File: src/design/vector_distance_unit_defines.svh
// ----------------------------------------------------------------------------
// Vector distance unit assertion macros
// Concurrent assertion wrappers, used by the vdu_ctrl design module.
// ----------------------------------------------------------------------------
`ifndef VECTOR_DISTANCE_UNIT_DEFINES_SVH
`define VECTOR_DISTANCE_UNIT_DEFINES_SVH

// Check a property on every clock edge outside reset.
`define VDU_ASSERT(lbl, clk, rst_n, prop, msg) \
    lbl: assert property (@(posedge clk) disable iff (!rst_n) prop) else $error(msg);

// Check a property on every clock edge, reset included.
`define VDU_ASSERT_ALWAYS(lbl, clk, prop, msg) \
    lbl: assert property (@(posedge clk) prop) else $error(msg);

`endif

File: src/design/vdu_pkg.sv
// ----------------------------------------------------------------------------
// Vector distance unit package
// Shared types and constants between controller and datapath.
// ----------------------------------------------------------------------------
`timescale 1ns / 1ps
`default_nettype none

package vdu_pkg;

    localparam logic [1:0] METRIC_EUCLID    = 2'd0;
    localparam logic [1:0] METRIC_MANHATTAN = 2'd1;
    localparam logic [1:0] METRIC_COSINE    = 2'd2;

    localparam logic REG_METRIC     = 1'b0;
    localparam logic REG_NORMALISED = 1'b1;

    localparam int ELEM_W = 16;
    localparam int SQ_W   = 44;
    localparam int ABS_W  = 30;
    localparam int DOT_W  = 45;
    localparam int NORM_W = 44;

    typedef struct packed {
        logic norm_load_a;
        logic norm_load_b;
        logic norm_step;
        logic sqrt_start;
        logic sqrt_euclid;
        logic root_a_store;
        logic root_b_store;
        logic div_load;
        logic div_step;
        logic out_load;
    } t_cmd;

    typedef struct packed {
        logic       last_acc;
        logic       norm_ok;
        logic       sqrt_busy;
        logic       sqrt_done;
        logic       div_done;
        logic       out_free;
        logic [1:0] metric;
        logic       normalised;
        logic       zero_mag;
    } t_stat;

endpackage

`default_nettype wire

File: src/design/vdu_ctrl.sv
// ----------------------------------------------------------------------------
// Vector distance unit controller
// Sequences accumulation, normalizing shifts, square roots, division and result hand-off.
// ----------------------------------------------------------------------------
`timescale 1ns / 1ps
`default_nettype none
`include "vector_distance_unit_defines.svh"

module vdu_ctrl (
    input  wire logic           i_clk,
    input  wire logic           i_rst_n,
    input  wire logic           i_accept,
    input  wire logic           i_last,
    input  wire vdu_pkg::t_stat i_stat,
    output vdu_pkg::t_cmd       o_cmd,
    output logic                o_ready
);

    localparam logic [3:0] ST_RUN    = 4'd0;
    localparam logic [3:0] ST_DRAIN  = 4'd1;
    localparam logic [3:0] ST_DECIDE = 4'd2;
    localparam logic [3:0] ST_EUC    = 4'd3;
    localparam logic [3:0] ST_NA_SH  = 4'd4;
    localparam logic [3:0] ST_NA_RT  = 4'd5;
    localparam logic [3:0] ST_NB_SH  = 4'd6;
    localparam logic [3:0] ST_NB_RT  = 4'd7;
    localparam logic [3:0] ST_MUL    = 4'd8;
    localparam logic [3:0] ST_DIV    = 4'd9;
    localparam logic [3:0] ST_DONE   = 4'd10;

    logic [3:0] r_state, n_state;

    always_comb begin
        n_state = r_state;
        o_cmd   = '0;
        unique case (r_state)
            ST_RUN: begin
                if (i_accept && i_last) n_state = ST_DRAIN;
            end
            ST_DRAIN: begin
                if (i_stat.last_acc) n_state = ST_DECIDE;
            end
            ST_DECIDE: begin
                if (i_stat.metric == vdu_pkg::METRIC_EUCLID) begin
                    o_cmd.sqrt_start  = 1'b1;
                    o_cmd.sqrt_euclid = 1'b1;
                    n_state           = ST_EUC;
                end else if (i_stat.metric == vdu_pkg::METRIC_COSINE &&
                             !i_stat.normalised && !i_stat.zero_mag) begin
                    o_cmd.norm_load_a = 1'b1;
                    n_state           = ST_NA_SH;
                end else begin
                    n_state = ST_DONE;
                end
            end
            ST_EUC: begin
                if (i_stat.sqrt_done) n_state = ST_DONE;
            end
            ST_NA_SH: begin
                if (i_stat.norm_ok) begin
                    o_cmd.sqrt_start = 1'b1;
                    n_state          = ST_NA_RT;
                end else begin
                    o_cmd.norm_step = 1'b1;
                end
            end
            ST_NA_RT: begin
                if (i_stat.sqrt_done) begin
                    o_cmd.root_a_store = 1'b1;
                    o_cmd.norm_load_b  = 1'b1;
                    n_state            = ST_NB_SH;
                end
            end
            ST_NB_SH: begin
                if (i_stat.norm_ok) begin
                    o_cmd.sqrt_start = 1'b1;
                    n_state          = ST_NB_RT;
                end else begin
                    o_cmd.norm_step = 1'b1;
                end
            end
            ST_NB_RT: begin
                if (i_stat.sqrt_done) begin
                    o_cmd.root_b_store = 1'b1;
                    n_state            = ST_MUL;
                end
            end
            ST_MUL: begin
                o_cmd.div_load = 1'b1;
                n_state        = ST_DIV;
            end
            ST_DIV: begin
                if (i_stat.div_done) n_state = ST_DONE;
                else o_cmd.div_step = 1'b1;
            end
            ST_DONE: begin
                if (i_stat.out_free) begin
                    o_cmd.out_load = 1'b1;
                    n_state        = ST_RUN;
                end
            end
            default: n_state = ST_RUN;
        endcase
    end

    always_ff @(posedge i_clk) begin
        if (!i_rst_n) begin
            r_state <= ST_RUN;
        end else begin
            r_state <= n_state;
        end
    end

    assign o_ready = (r_state == ST_RUN);

    `VDU_ASSERT(a_load_free, i_clk, i_rst_n, o_cmd.out_load |-> i_stat.out_free, "result overwritten")
    `VDU_ASSERT(a_drain_next, i_clk, i_rst_n, (r_state == ST_DRAIN && i_stat.last_acc) |=> (r_state == ST_DECIDE), "drain exit lost")
    `VDU_ASSERT(a_sqrt_idle, i_clk, i_rst_n, o_cmd.sqrt_start |-> !i_stat.sqrt_busy, "sqrt restarted while busy")
    `VDU_ASSERT(a_no_acc_busy, i_clk, i_rst_n, (r_state != ST_RUN) |-> !i_accept, "item taken during finish")

endmodule

`default_nettype wire
File: config.mk
export PLATFORM = sky130hd
export DESIGN_NAME = vdu_ctrl
export DESIGN_NICKNAME = d
export VERILOG_FILES = /design/src/design/vdu_pkg.sv /design/src/design/vdu_ctrl.sv
export VERILOG_INCLUDE_DIRS = /design/src /design/src/design
export SDC_FILE = /design/constraint.sdc
export NUM_CORES = 1
export LEC_CHECK = 0
export BUFFER_PORTS_ARGS = -buffer_cell sky130_fd_sc_hd__buf_2
export CAP_MARGIN = 20
export CORE_AREA = 5 5 42 44
export CTS_CLUSTER_SIZE = 24
export DETAILED_ROUTE_END_ITERATION = 8
export DIE_AREA = 0 0 47 49
export GPL_TIMING_DRIVEN = 0
export PLACE_DENSITY = 0.75
export SETUP_SLACK_MARGIN = 0.5
export SLEW_MARGIN = 20
export SYNTH_ARGS = -nofsm -noshare
export SYNTH_HDL_FRONTEND = slang
export SYNTH_SLANG_ARGS = --single-unit
File: constraint.sdc
create_clock -name i_clk -period 2 [get_ports i_clk]
set_clock_uncertainty 0.15 [all_clocks]
set_input_delay 0.3 -clock i_clk [delete_from_list [all_inputs] [get_ports i_clk]]
set_output_delay 0.3 -clock i_clk [all_outputs]
set_load 0.02 [all_outputs]
# --- Word level (Yosys, flattened, before mapping) ---
# Cells that the tools add are included.
word_totals:
  regBits: 4
  in_bits: 14
  out_inout_bits: 11
op_classes:
  n_eq_ne: 20
  n_mux: 29
  n_reduce_logical: 9
op_table:
  columns: ["cell", "count"]
  rows:
  - ["4-bit two-way mux", 11]
  - ["4-bit one-hot mux with 11 select lines", 1]
  - ["4-bit by 3-bit equality test with 1-bit output, second input constant", 4]
  - ["2-bit inequality test, second input constant", 8]
  - ["1-bit two-way mux", 15]
  - ["4-bit equality test, second input constant", 3]
  - ["9-bit AND reduction", 1]
  - ["4-bit by 2-bit equality test with 1-bit output, second input constant", 2]
  - ["4-bit by 1-bit equality test with 1-bit output, second input constant", 1]
  - ["4-bit zero test", 1]
  - ["1-bit logical AND", 3]
  - ["2-bit equality test, second input constant", 1]
  - ["1-bit zero test", 2]
  - ["2-bit zero test", 1]
  - ["2-bit two-way mux", 1]
  - ["2-bit by 1-bit inequality test with 1-bit output, second input constant", 1]
  - ["1-bit one-hot mux with 2 select lines", 1]
  - ["2-bit OR reduction", 1]

# --- Longest topological paths before layout ---
# Gate-level depths: netlist of run 1.
depth:
  word_depth: 6
  ltp_mapped: 5
  mapped_depth_nobuf: 4

# --- Worst setup path after synthesis of run 1 ---
# Ideal clock, no wire load.
synth_timing:
  path_kind: "register to output"
  startpoint: "register r_state[1]"
  endpoint: "output o_cmd[6] (netlist name)"
  arrival_ns: 1.667
  required_time_ns: 1.550
  slack_ns: -0.117
  stages_incl_launch_ff: 6
  cell_sequence: "dfxtp_1 > buf_2 > nand2b_1 > or3_1 > nor3_1 > a31o_2"
synth_rtl:
  columns: ["element", "line_no", "rtl"]
  rows:
  - ["start, declared", "vdu_ctrl.sv:31", "logic [3:0] r_state, n_state;"]
  - ["start signal, assigned", "vdu_ctrl.sv:110", "r_state <= n_state;"]
  - ["end, declared", "vdu_ctrl.sv:15", "output vdu_pkg::t_cmd o_cmd,"]

==> results of run 1 <==
-- kinds of logic (layout without fill, tap and decap cells) --
group / Yosys count / in the layout
mux: 3 / 3
simple gates: 28 / 28
buf+inv: 10 / 51
compound gates: 16 / 16
flops: 4 / 4
-- per-layer routing --
metal | vias up | routed length [µm] | global-route usage [%] | part of all wire [%]
met2 | 22 | 1120 | 32.4 | 56
met3 | 2 | 108 | 2.58 | 5.4
met1 | 301 | 735 | 20.9 | 37
met5 | - | 0 | 0 | 0
met4 | 0 | 29 | 5.07 | 1.5
li1 | 309 | - | - | -
-- layout make-up --
| cell class | instances | area [µm²] |
|---|---|---|
| well taps | 16 | 20.0 |
| flip-flops and latches | 4 | 87.6 |
| multi-input cells | 47 | 472 |
| plain buffers | 6 | 71.3 |
| inverters | 4 | 15.0 |
| repair buffers | 38 | 289 |
| clock buffers | 3 | 22.5 |
| fillers | 118 | 424 |
-- worst paths after layout --
check             slack, ns  cells after the start  startpoint          to
setup / recovery       0.12                      6  r_state[1]    o_cmd[6]
hold / removal         0.25                      3     i_rst_n  r_state[0]
setup reg to reg       0.20                      6  r_state[1]  r_state[2]
hold reg to reg        0.56                      3  r_state[0]  r_state[0]
-- cells in the mapped netlist, drive strengths merged (2+ instances only) --
cell type,n
nand2,6
o221ai,2
inv,4
clkbuf,2
a21oi,5
buf,4
nor2,5
nor4b,3
nand2b,4
dfxtp,4
mux2i,3
nor3,4
-- power breakdown --
part	leakage [nW]	total, mW	switching, mW	internal (mW)
Combinational	0.359	0.648	0.323	0.325
Clock	0.0138	0.0958	0.0289	0.0668
Sequential	0.0346	0.123	0.0199	0.103
-- repair_timing --
item	in CTS	in global routing
setup buffers	13	2
hold endpoints to repair	0	0
pin swaps	7	7
gates resized for setup	27	17
setup endpoints to repair	15	15
hold buffers	0	0
-- worst max-delay path, stage by stage (launching register included) --
cell	delay [ns]
dfxtp_2	0.33
buf_6	0.11
nand2b_4	0.05
or3_4	0.34
nor3_4	0.15
a31o_4	0.12
buf_6	0.11
-- per-stage QoR --
stage | instances | setup slack (ns) | hold slack (ns)
final | 118 | 0.123 | 0.249
after CTS | 116 | 0.100 | 0.239
after floorplan | 61 | 0.219 | 0.300
after global routing | 118 | 0.0760 | 0.260
after global placement | 100 | 0.124 | 0.468
after detailed placement | 100 | 0.128 | 0.488
==> key figures, run 1 <==
Critical path
  • Startpoint Class: flip-flop
  • Worst endpoint required time: 1.55 ns
  • CP max FO: 2
  • Setup CP Type: flip-flop to output pin
  • CP arrival: 1.43 ns
  • CP Capture Type: output pin

Clock tree
  • Cts bufs inserted: 3
  • Maximum clock insertion buffer count: 2
  • Clock Latency Late Sink: 0.23 ns
  • CTS root buffer: clkbuf_4
  • Clock transition at path regs: 0.04 ns
  • Clk sinks: 4
  • H-tree Lvls: 1
  • CTS tree: done

Drt
  • DRC viols: 0
  • Vias/cell: 5.37
  • Antenna-violating nets left: 0
  • Overall routed net length: 2000 µm
  • Routed wire per std cell: 16.9 µm
  • DR vias: 634
  • Violation count after the first detailed-route iteration: 5
  • 1st-pass router iterations: 4

Logic synthesis
  • Synth Flop Type: dfxtp_1
  • Post-synthesis compound-gate area fraction: 30.5%
  • Yosys top cell by area: dfxtp_1
  • Synth Area in Simple Gates: 35.2%
  • Post-Synth XOR/XNOR Area: 0%
  • Post-Synthesis Net Count: 75
  • Share of the synthesized area in the top cell type: 17.7%
  • Largest family of logic cells by synthesized area: simple AND/OR/NAND/NOR gates
  • Sequential area share after synthesis: 17.7%
  • Synth area leaders: dfxtp_1, mux2i_1, o221ai_4
  • Multiplexer share of the synthesized area: 6.65%
  • Post-synth ARST share: 0%
  • Synthesized area: 452 µm²
  • Post-synth EDFFs: 0
  • #FFs+latches synth: 4
  • Synth warnings: 0
  • Syn Area/Cell: 7.40 µm²
  • Adder and majority gate portion of the synthesized area: 0%
  • Synth cell types: 30
  • Synthesized instance count: 61

Place
  • Port bufs: 23
  • HPWL after DPL: 1140 µm
  • Routability Congestion: 0.801
  • Post-DP Area: 687 µm²

Global routing
  • First-pass GRT wire length: 3080 µm
  • Overall routing resource usage: 18.0%
  • GRT overflow: 0
  • Largest net degree at the start of global routing: 11
  • Antenna violations before repair: 0
  • Vias in the first global route: 631

STA
  • Slew HR: 77.2%
  • RSZ-0062 raised after global routing: true
  • Slew @ Worst Pin: 0.341 ns
  • TNS Setup: 0 ns
  • Count of final hold-check violations: 0
  • Tcrit/Tclk final: 93.9%
  • Slew Limit Fails: 0
  • Fmax: 533 MHz
  • Fin crit period: 1.88 ns
  • Setup violators final: 0

Floorplan
  • IO Pins: 25
  • Initial core utilization: 32.2%
  • CORE AREA: 1400 µm²
  • Die span in x: 47 µm
  • Die H: 49 µm
  • Rows: 14
  • Total die area: 2300 µm²

Finish
  • Biggest register: r_state
  • Diodes inserted: 0
  • Synth-to-layout area growth: 116%
  • Fin area: 977 µm²
  • Layout cells sized above 1: 69.6%
  • Util after Layout: 69.7%
  • Layout Nets: 118
  • Most common cell after layout, fill and taps aside: buf_4
  • Largest regs: r_state (4)
  • Most frequent cells in the layout: buf_4, buf_6, buf_2, nand2_1, a21oi_1
  • Max reg flops: 4

Power and ir drop
  • Peak VDD IR: 675 µV
  • Cell Pwr Density: 887 nW/µm²
  • Leak: 0.408 nW
  • Tot Pwr: 866 µW

Status
  • Outcome: complete, no violations

Flow run
  • Max_cap viols: 0

Hold path
  • Worst min path class: primary input to flip-flop
(Power assumes the default switching activity.)
==> inputs of run 2 (changes only) <==
--- a/config.mk
+++ b/config.mk
@@ -9,12 +9,14 @@
 export BUFFER_PORTS_ARGS = -buffer_cell sky130_fd_sc_hd__buf_2
 export CAP_MARGIN = 20
 export CORE_AREA = 5 5 42 44
+export CTS_BUF_LIST = sky130_fd_sc_hd__clkbuf_8
 export CTS_CLUSTER_SIZE = 24
 export DETAILED_ROUTE_END_ITERATION = 8
 export DIE_AREA = 0 0 47 49
 export GPL_TIMING_DRIVEN = 0
 export PLACE_DENSITY = 0.75
 export SETUP_SLACK_MARGIN = 0.5
+export SKIP_LAST_GASP = 1
 export SLEW_MARGIN = 20
 export SYNTH_ARGS = -nofsm -noshare
 export SYNTH_HDL_FRONTEND = slang
==> key figures, run 2 (synthesized netlist as in run 1, its figures left out) <==
Status
  • Outcome: complete, no violations

Clock tree
  • Clock Latency Late Sink: 0.21 ns (-0.02 ns)
  • Cts bufs inserted: 3 (unchanged)
  • CTS root buffer: clkbuf_8
  • CTS tree: done
  • H-tree Lvls: 1 (unchanged)
  • Cts hold-fix bufs: 0 (unchanged)
  • Clock transition at path regs: 0.03 ns (about the same)
  • Clk sinks: 4 (unchanged)
  • Maximum clock insertion buffer count: 2 (unchanged)

Power and ir drop
  • Int Pwr: 567 µW (+15%)
  • Clock power share: 17.2% (+6.1 points)
  • Leak: 0.427 nW (+4.7%)
  • Register share of total power: 12.8% (-1.4 points)
  • Sw Share: 40.7% (-2.2 points)
  • Cell Pwr Density: 925 nW/µm² (+4.3%)
  • Combinational group share of total power: 70.0% (-4.7 points)
  • NetSw: 388 µW (+4.5%)
  • Peak VDD IR: 751 µV (+11%)

STA
  • Fmax: 537 MHz (+0.89%)
  • Tcrit/Tclk final: 93.0% (-0.83 points)
  • Fin crit period: 1.86 ns (-0.0166 ns)
  • RSZ-0062 raised after global routing: true
  • Count of final hold-check violations: 0 (unchanged)
  • Slew @ Worst Pin: 0.275 ns (-0.0657 ns)
  • Setup violators final: 0 (unchanged)
  • Slew HR: 81.6% (+4.4 points)
  • TNS Setup: 0 ns (unchanged)
  • Slew Limit Fails: 0 (unchanged)

Global routing
  • Vias in the first global route: 643 (+1.9%)
  • GRT overflow: 0 (unchanged)
  • First-pass GRT wire length: 2930 µm (-4.9%)
  • Largest net degree at the start of global routing: 11 (unchanged)
  • Overall routing resource usage: 17.1% (-0.90 points)
  • Antenna violations before repair: 0 (unchanged)

Finish
  • Synth-to-layout area growth: 129%
  • Layout cells sized above 1: 68.7% (-0.92 points)
  • Diodes inserted: 0 (unchanged)
  • FILL cells: 105 (-11%)
  • Most frequent cells in the layout: buf_2, buf_6, buf_4, nand2_1
  • Max reg flops: 4 (unchanged)
  • Area of the multi-input gates: 493 µm² (+4.5%)
  • Sequential Area: 87.6 µm² (unchanged)
  • Biggest register: r_state
  • Largest regs: r_state (4)
  • Layout Nets: 115 (-2.5%)
  • Fin area: 1030 µm² (+5.6%)

Floorplan
  • Total die area: 2300 µm² (unchanged)
  • Initial core utilization: 32.2% (unchanged)
  • Die H: 49 µm (unchanged)
  • Die span in x: 47 µm (unchanged)
  • Rows: 14 (unchanged)
  • CORE AREA: 1400 µm² (unchanged)
  • IO Pins: 25 (unchanged)

Drt
  • Overall routed net length: 2050 µm (+2.7%)
  • DR vias: 649 (+2.4%)
  • Violation count after the first detailed-route iteration: 7 (+2)
  • 1st-pass router iterations: 4 (unchanged)
  • Routed wire per std cell: 17.8 µm (+5.4%)
  • Vias/cell: 5.64 (+5.0%)
  • Antenna-violating nets left: 0 (unchanged)
  • Met3 WL: 140 µm (+30%)
  • Max layer used: met4
  • Met1 wire length: 718 µm (-2.3%)
  • Met2 wire len: 1150 µm (+2.8%)
  • DRC viols: 0 (unchanged)

Critical path
  • CP max FO: 2 (unchanged)
  • Critical path's slowest cell: or3_4
  • CP Capture Type: output pin
  • Crit path top cell by count: buf_6
  • Crit path launch: r_state[1]
  • Critical Path Sink: o_cmd[6]
  • Startpoint Class: flip-flop
  • WP depth: 6 (unchanged)
  • RR Endpoint: r_state[1]
  • CP cell instances: buf_6 -> nand2b_4 -> or3_4 -> nor3_4 -> a31o_4 -> buf_6
  • Register-to-Register Path Depth: 4 (-2)
  • Worst path max stage delay: 0.34 ns (about the same)
  • Worst endpoint required time: 1.55 ns (about the same)
  • Setup CP Type: flip-flop to output pin
  • CP top delay family: simple AND/OR/NAND/NOR gates
  • R2r setup slk: 0.20 ns (about the same)
  • Critical path buffers and inverters: 2 (unchanged)
  • CP arrival: 1.41 ns (-0.02 ns)
  • RR Startpoint: r_state[2]

Place
  • Post-DP Area: 687 µm² (unchanged)
  • Routability Congestion: 0.801 (unchanged)
  • Port bufs: 23 (unchanged)
  • HPWL after DPL: 1140 µm (unchanged)

Hold path
  • Worst min path class: primary input to flip-flop

Flow run
  • Max_cap viols: 0 (unchanged)
==> run 2: cell types whose count changed in the layout (fill, tap and decap cells not counted), sizes merged <==
cell / change
buf: -5
clkbuf: +2
==> run 2: tightest hold or removal path: cells and delay by family <==
kind	cells	cell delay (ns)
buffers and inverters	1	0.14
AND/OR/NAND/NOR	1	0.07
multiplexers	1	0.06
==> run 2: area by class of cell <==
cell class | instances | area share [%]
plain buffers | 6 | 7.52
well taps | 16 | 1.94
multi-input cells | 47 | 47.8
flip-flops and latches | 4 | 8.48
clock buffers | 3 | 4.00
repair buffers | 35 | 28.6
inverters | 4 | 1.70
==> run 2: metrics by stage <==
| stage | instances | hold slack [ns] | setup slack, ns | utilization [%] | total power, mW |
|---|---|---|---|---|---|
| finish | 115 | 0.264 | 0.139 | 73.7 | 0.955 |
| global route | 115 | 0.285 | 0.0941 | 73.7 | 1.00 |
| CTS | 114 | 0.254 | 0.130 | 66.8 | 0.886 |
| detailed placement | 100 | 0.488 | 0.128 | 49.0 | 0.546 |
| global placement | 100 | 0.468 | 0.124 | 49.0 | 0.537 |
| floorplan | 61 | 0.300 | 0.219 | - | 0.456 |
==> run 2: worst min-delay path by stage <==
stage | slack [ns] | start | end | cells after the start
2_1_floorplan | 0.30 | i_rst_n | r_state[2] | 2
3_3_place_gp | 0.47 | i_rst_n | r_state[0] | 3
3_5_place_dp | 0.49 | i_rst_n | r_state[0] | 3
4_1_cts | 0.25 | i_rst_n | r_state[0] | 3
5_1_grt | 0.28 | i_rst_n | r_state[0] | 3
6_report | 0.26 | i_rst_n | r_state[0] | 3
==> run 2: metal layers <==
metal  GRT usage, %  up-vias
li1               -      305
met2           30.1       28
met5              0        -
met3           2.95        4
met1           19.6      312
met4           5.99        0
==> run 2: timing repair <==
action,in CTS,in global routing
pin swaps,5,5
buffers inserted,11,1
setup endpoints to repair,15,15
resized for setup,25,20
==> run 2: power groups by stage <==
stage                     registers (mW)  logic (mW)  clock network [mW]
final                              0.122       0.668               0.164
after global routing               0.124       0.700               0.178
after CTS                          0.123       0.593               0.170
after detailed placement           0.116       0.430                   0
after global placement             0.115       0.422                   0
after floorplan                    0.111       0.345                   0
==> inputs of run 3 (changes only) <==
--- a/config.mk
+++ b/config.mk
@@ -13,7 +13,6 @@
 export CTS_CLUSTER_SIZE = 24
 export DETAILED_ROUTE_END_ITERATION = 8
 export DIE_AREA = 0 0 47 49
-export GPL_TIMING_DRIVEN = 0
 export PLACE_DENSITY = 0.75
 export SETUP_SLACK_MARGIN = 0.5
 export SKIP_LAST_GASP = 1
==> key figures, run 3 (synthesized netlist as in run 1, its figures left out) <==
Finish
  • Sequential Area: 92.6 µm² (+5.7%)
  • Layout cells sized above 1: 68.0% (-0.65 points)
  • Layout Nets: 113 (-1.7%)
  • Max reg flops: 4 (unchanged)
  • Util after Layout: 67.8% (-5.9 points)
  • Diodes inserted: 0 (unchanged)
  • Biggest register: r_state
  • Synth-to-layout area growth: 110%
  • Largest regs: r_state (4)
  • Most frequent cells in the layout: buf_2, buf_6, buf_4, nand2_1, a21oi_1
  • Area of the multi-input gates: 462 µm² (-6.3%)
  • FILL cells: 112 (+6.7%)

STA
  • Slew HR: 80.0% (-1.6 points)
  • Fmax: 541 MHz (+0.64%)
  • Slew Limit Fails: 0 (unchanged)
  • Setup violators final: 0 (unchanged)
  • Count of final hold-check violations: 0 (unchanged)
  • TNS Setup: 0 ns (unchanged)
  • Tcrit/Tclk final: 92.4% (-0.59 points)
  • Worst Slack Setup Final: 0.151 ns (+0.0118 ns)
  • RSZ-0062 raised after global routing: true
  • Fin crit period: 1.85 ns (-0.0118 ns)
  • Slew @ Worst Pin: 0.297 ns (+0.0226 ns)

Floorplan
  • Die H: 49 µm (unchanged)
  • Rows: 14 (unchanged)
  • Total die area: 2300 µm² (unchanged)
  • Die span in x: 47 µm (unchanged)
  • CORE AREA: 1400 µm² (unchanged)
  • Initial core utilization: 32.2% (unchanged)
  • IO Pins: 25 (unchanged)

Drt
  • Violation count after the first detailed-route iteration: 7 (unchanged)
  • 1st-pass router iterations: 4 (unchanged)
  • Overall routed net length: 1880 µm (-8.1%)
  • DR vias: 612 (-5.7%)
  • Antenna-violating nets left: 0 (unchanged)
  • Routed wire per std cell: 16.7 µm (-6.5%)
  • DRC viols: 0 (unchanged)
  • Vias/cell: 5.42 (-4.0%)

Clock tree
  • CTS root buffer: clkbuf_8
  • Clk sinks: 4 (unchanged)
  • Clock Latency Late Sink: 0.21 ns (about the same)
  • H-tree Lvls: 1 (unchanged)
  • Clock transition at path regs: 0.03 ns (about the same)
  • CTS tree: done
  • Cts bufs inserted: 3 (unchanged)
  • Maximum clock insertion buffer count: 2 (unchanged)
  • Cts hold-fix bufs: 0 (unchanged)

Critical path
  • Setup CP Type: flip-flop to output pin
  • CP Capture Type: output pin
  • RR Startpoint: r_state[1]
  • Register-to-Register Path Depth: 5 (+1)
  • CP cell instances: nand2b_4 -> or3_4 -> nor3_4 -> a31o_4 -> buf_6
  • CP max FO: 2 (unchanged)
  • Worst endpoint required time: 1.55 ns (about the same)
  • Crit path launch: r_state[0]
  • Critical path's slowest cell: or3_4
  • Worst path max stage delay: 0.34 ns (about the same)
  • RR Endpoint: r_state[2]
  • Startpoint Class: flip-flop
  • CP arrival: 1.40 ns (about the same)
  • R2r setup slk: 0.22 ns (+0.02 ns)
  • Critical Path Sink: o_cmd[6]

Place
  • HPWL after DPL: 1120 µm (-1.8%)
  • Port bufs: 23 (unchanged)
  • Worst slack at placement: 0.176 ns (+0.0479 ns)
  • Routability Congestion: 0.811 (+1.3%)

Hold path
  • Worst min path class: primary input to flip-flop

Global routing
  • Overall routing resource usage: 17.5% (+0.33 points)
  • GRT overflow: 0 (unchanged)
  • Largest net degree at the start of global routing: 12 (+1)
  • Vias in the first global route: 627 (-2.5%)
  • First-pass GRT wire length: 2880 µm (-1.6%)
  • Antenna violations before repair: 0 (unchanged)

Flow run
  • Max_cap viols: 0 (unchanged)

Power and ir drop
  • Peak VDD IR: 876 µV (+17%)
  • Leak: 0.390 nW (-8.6%)
  • Cell Pwr Density: 900 nW/µm² (-2.7%)

Status
  • Outcome: complete, no violations
## run 3: changes by cell type in the layout (fill, tap and decap cells not counted), sizes merged
cell    previous run  this run
clkbuf             5         3
## run 3: cell type report
class | count | area share, %
multi-input cells | 47 | 48.6
repair buffers | 39 | 33.3
flip-flops and latches | 4 | 9.75
clock buffers | 3 | 4.35
well taps | 16 | 2.11
inverters | 4 | 1.84
## run 3: timing repair
item                                    CTS  global route
endpoints found under the setup margin   15            15
pin swaps                                 7             2
resized for setup                        31            10
cloned                                    0             0
buffers inserted                          6             6
## run 3: critical path: cells and delay by family, from the launching register on
kind            cells  cell delay [ns]
simple gates        3             0.65
buf+inv             1             0.11
flops               1             0.31
compound gates      1             0.12
## run 3: metrics by stage
stage	std cells	area (µm²)	power, mW	hold WS (ns)
after detailed placement	98	673	0.528	0.449
after CTS	107	868	0.794	0.250
after global placement	98	673	0.518	0.428
final	113	950	0.855	0.251
after floorplan	61	552	0.456	0.300
after global routing	113	950	0.918	0.277
## run 3: report_power, final
part           switching (mW)  total [mW]  internal, mW
Sequential             0.0215       0.128         0.107
Combinational           0.293       0.560         0.267
Clock                  0.0382       0.166         0.128
## run 3: per-layer routing
layer | part of all wire (%) | wire (µm) | track usage, %
met4 | 1.9 | 36 | 5.53
met2 | 57 | 1080 | 31.0
met5 | 0 | 0 | 0
met1 | 36 | 687 | 19.7
met3 | 4.3 | 81 | 3.32
## run 3: worst min-delay path by stage
stage                          start  cells past startpoint         end
final                        i_rst_n                      3  r_state[0]
after global routing         i_rst_n                      3  r_state[0]
after CTS                    i_rst_n                      3  r_state[2]
after detailed placement  r_state[1]                      2  r_state[3]
after global placement    r_state[1]                      2  r_state[3]
after floorplan              i_rst_n                      2  r_state[2]
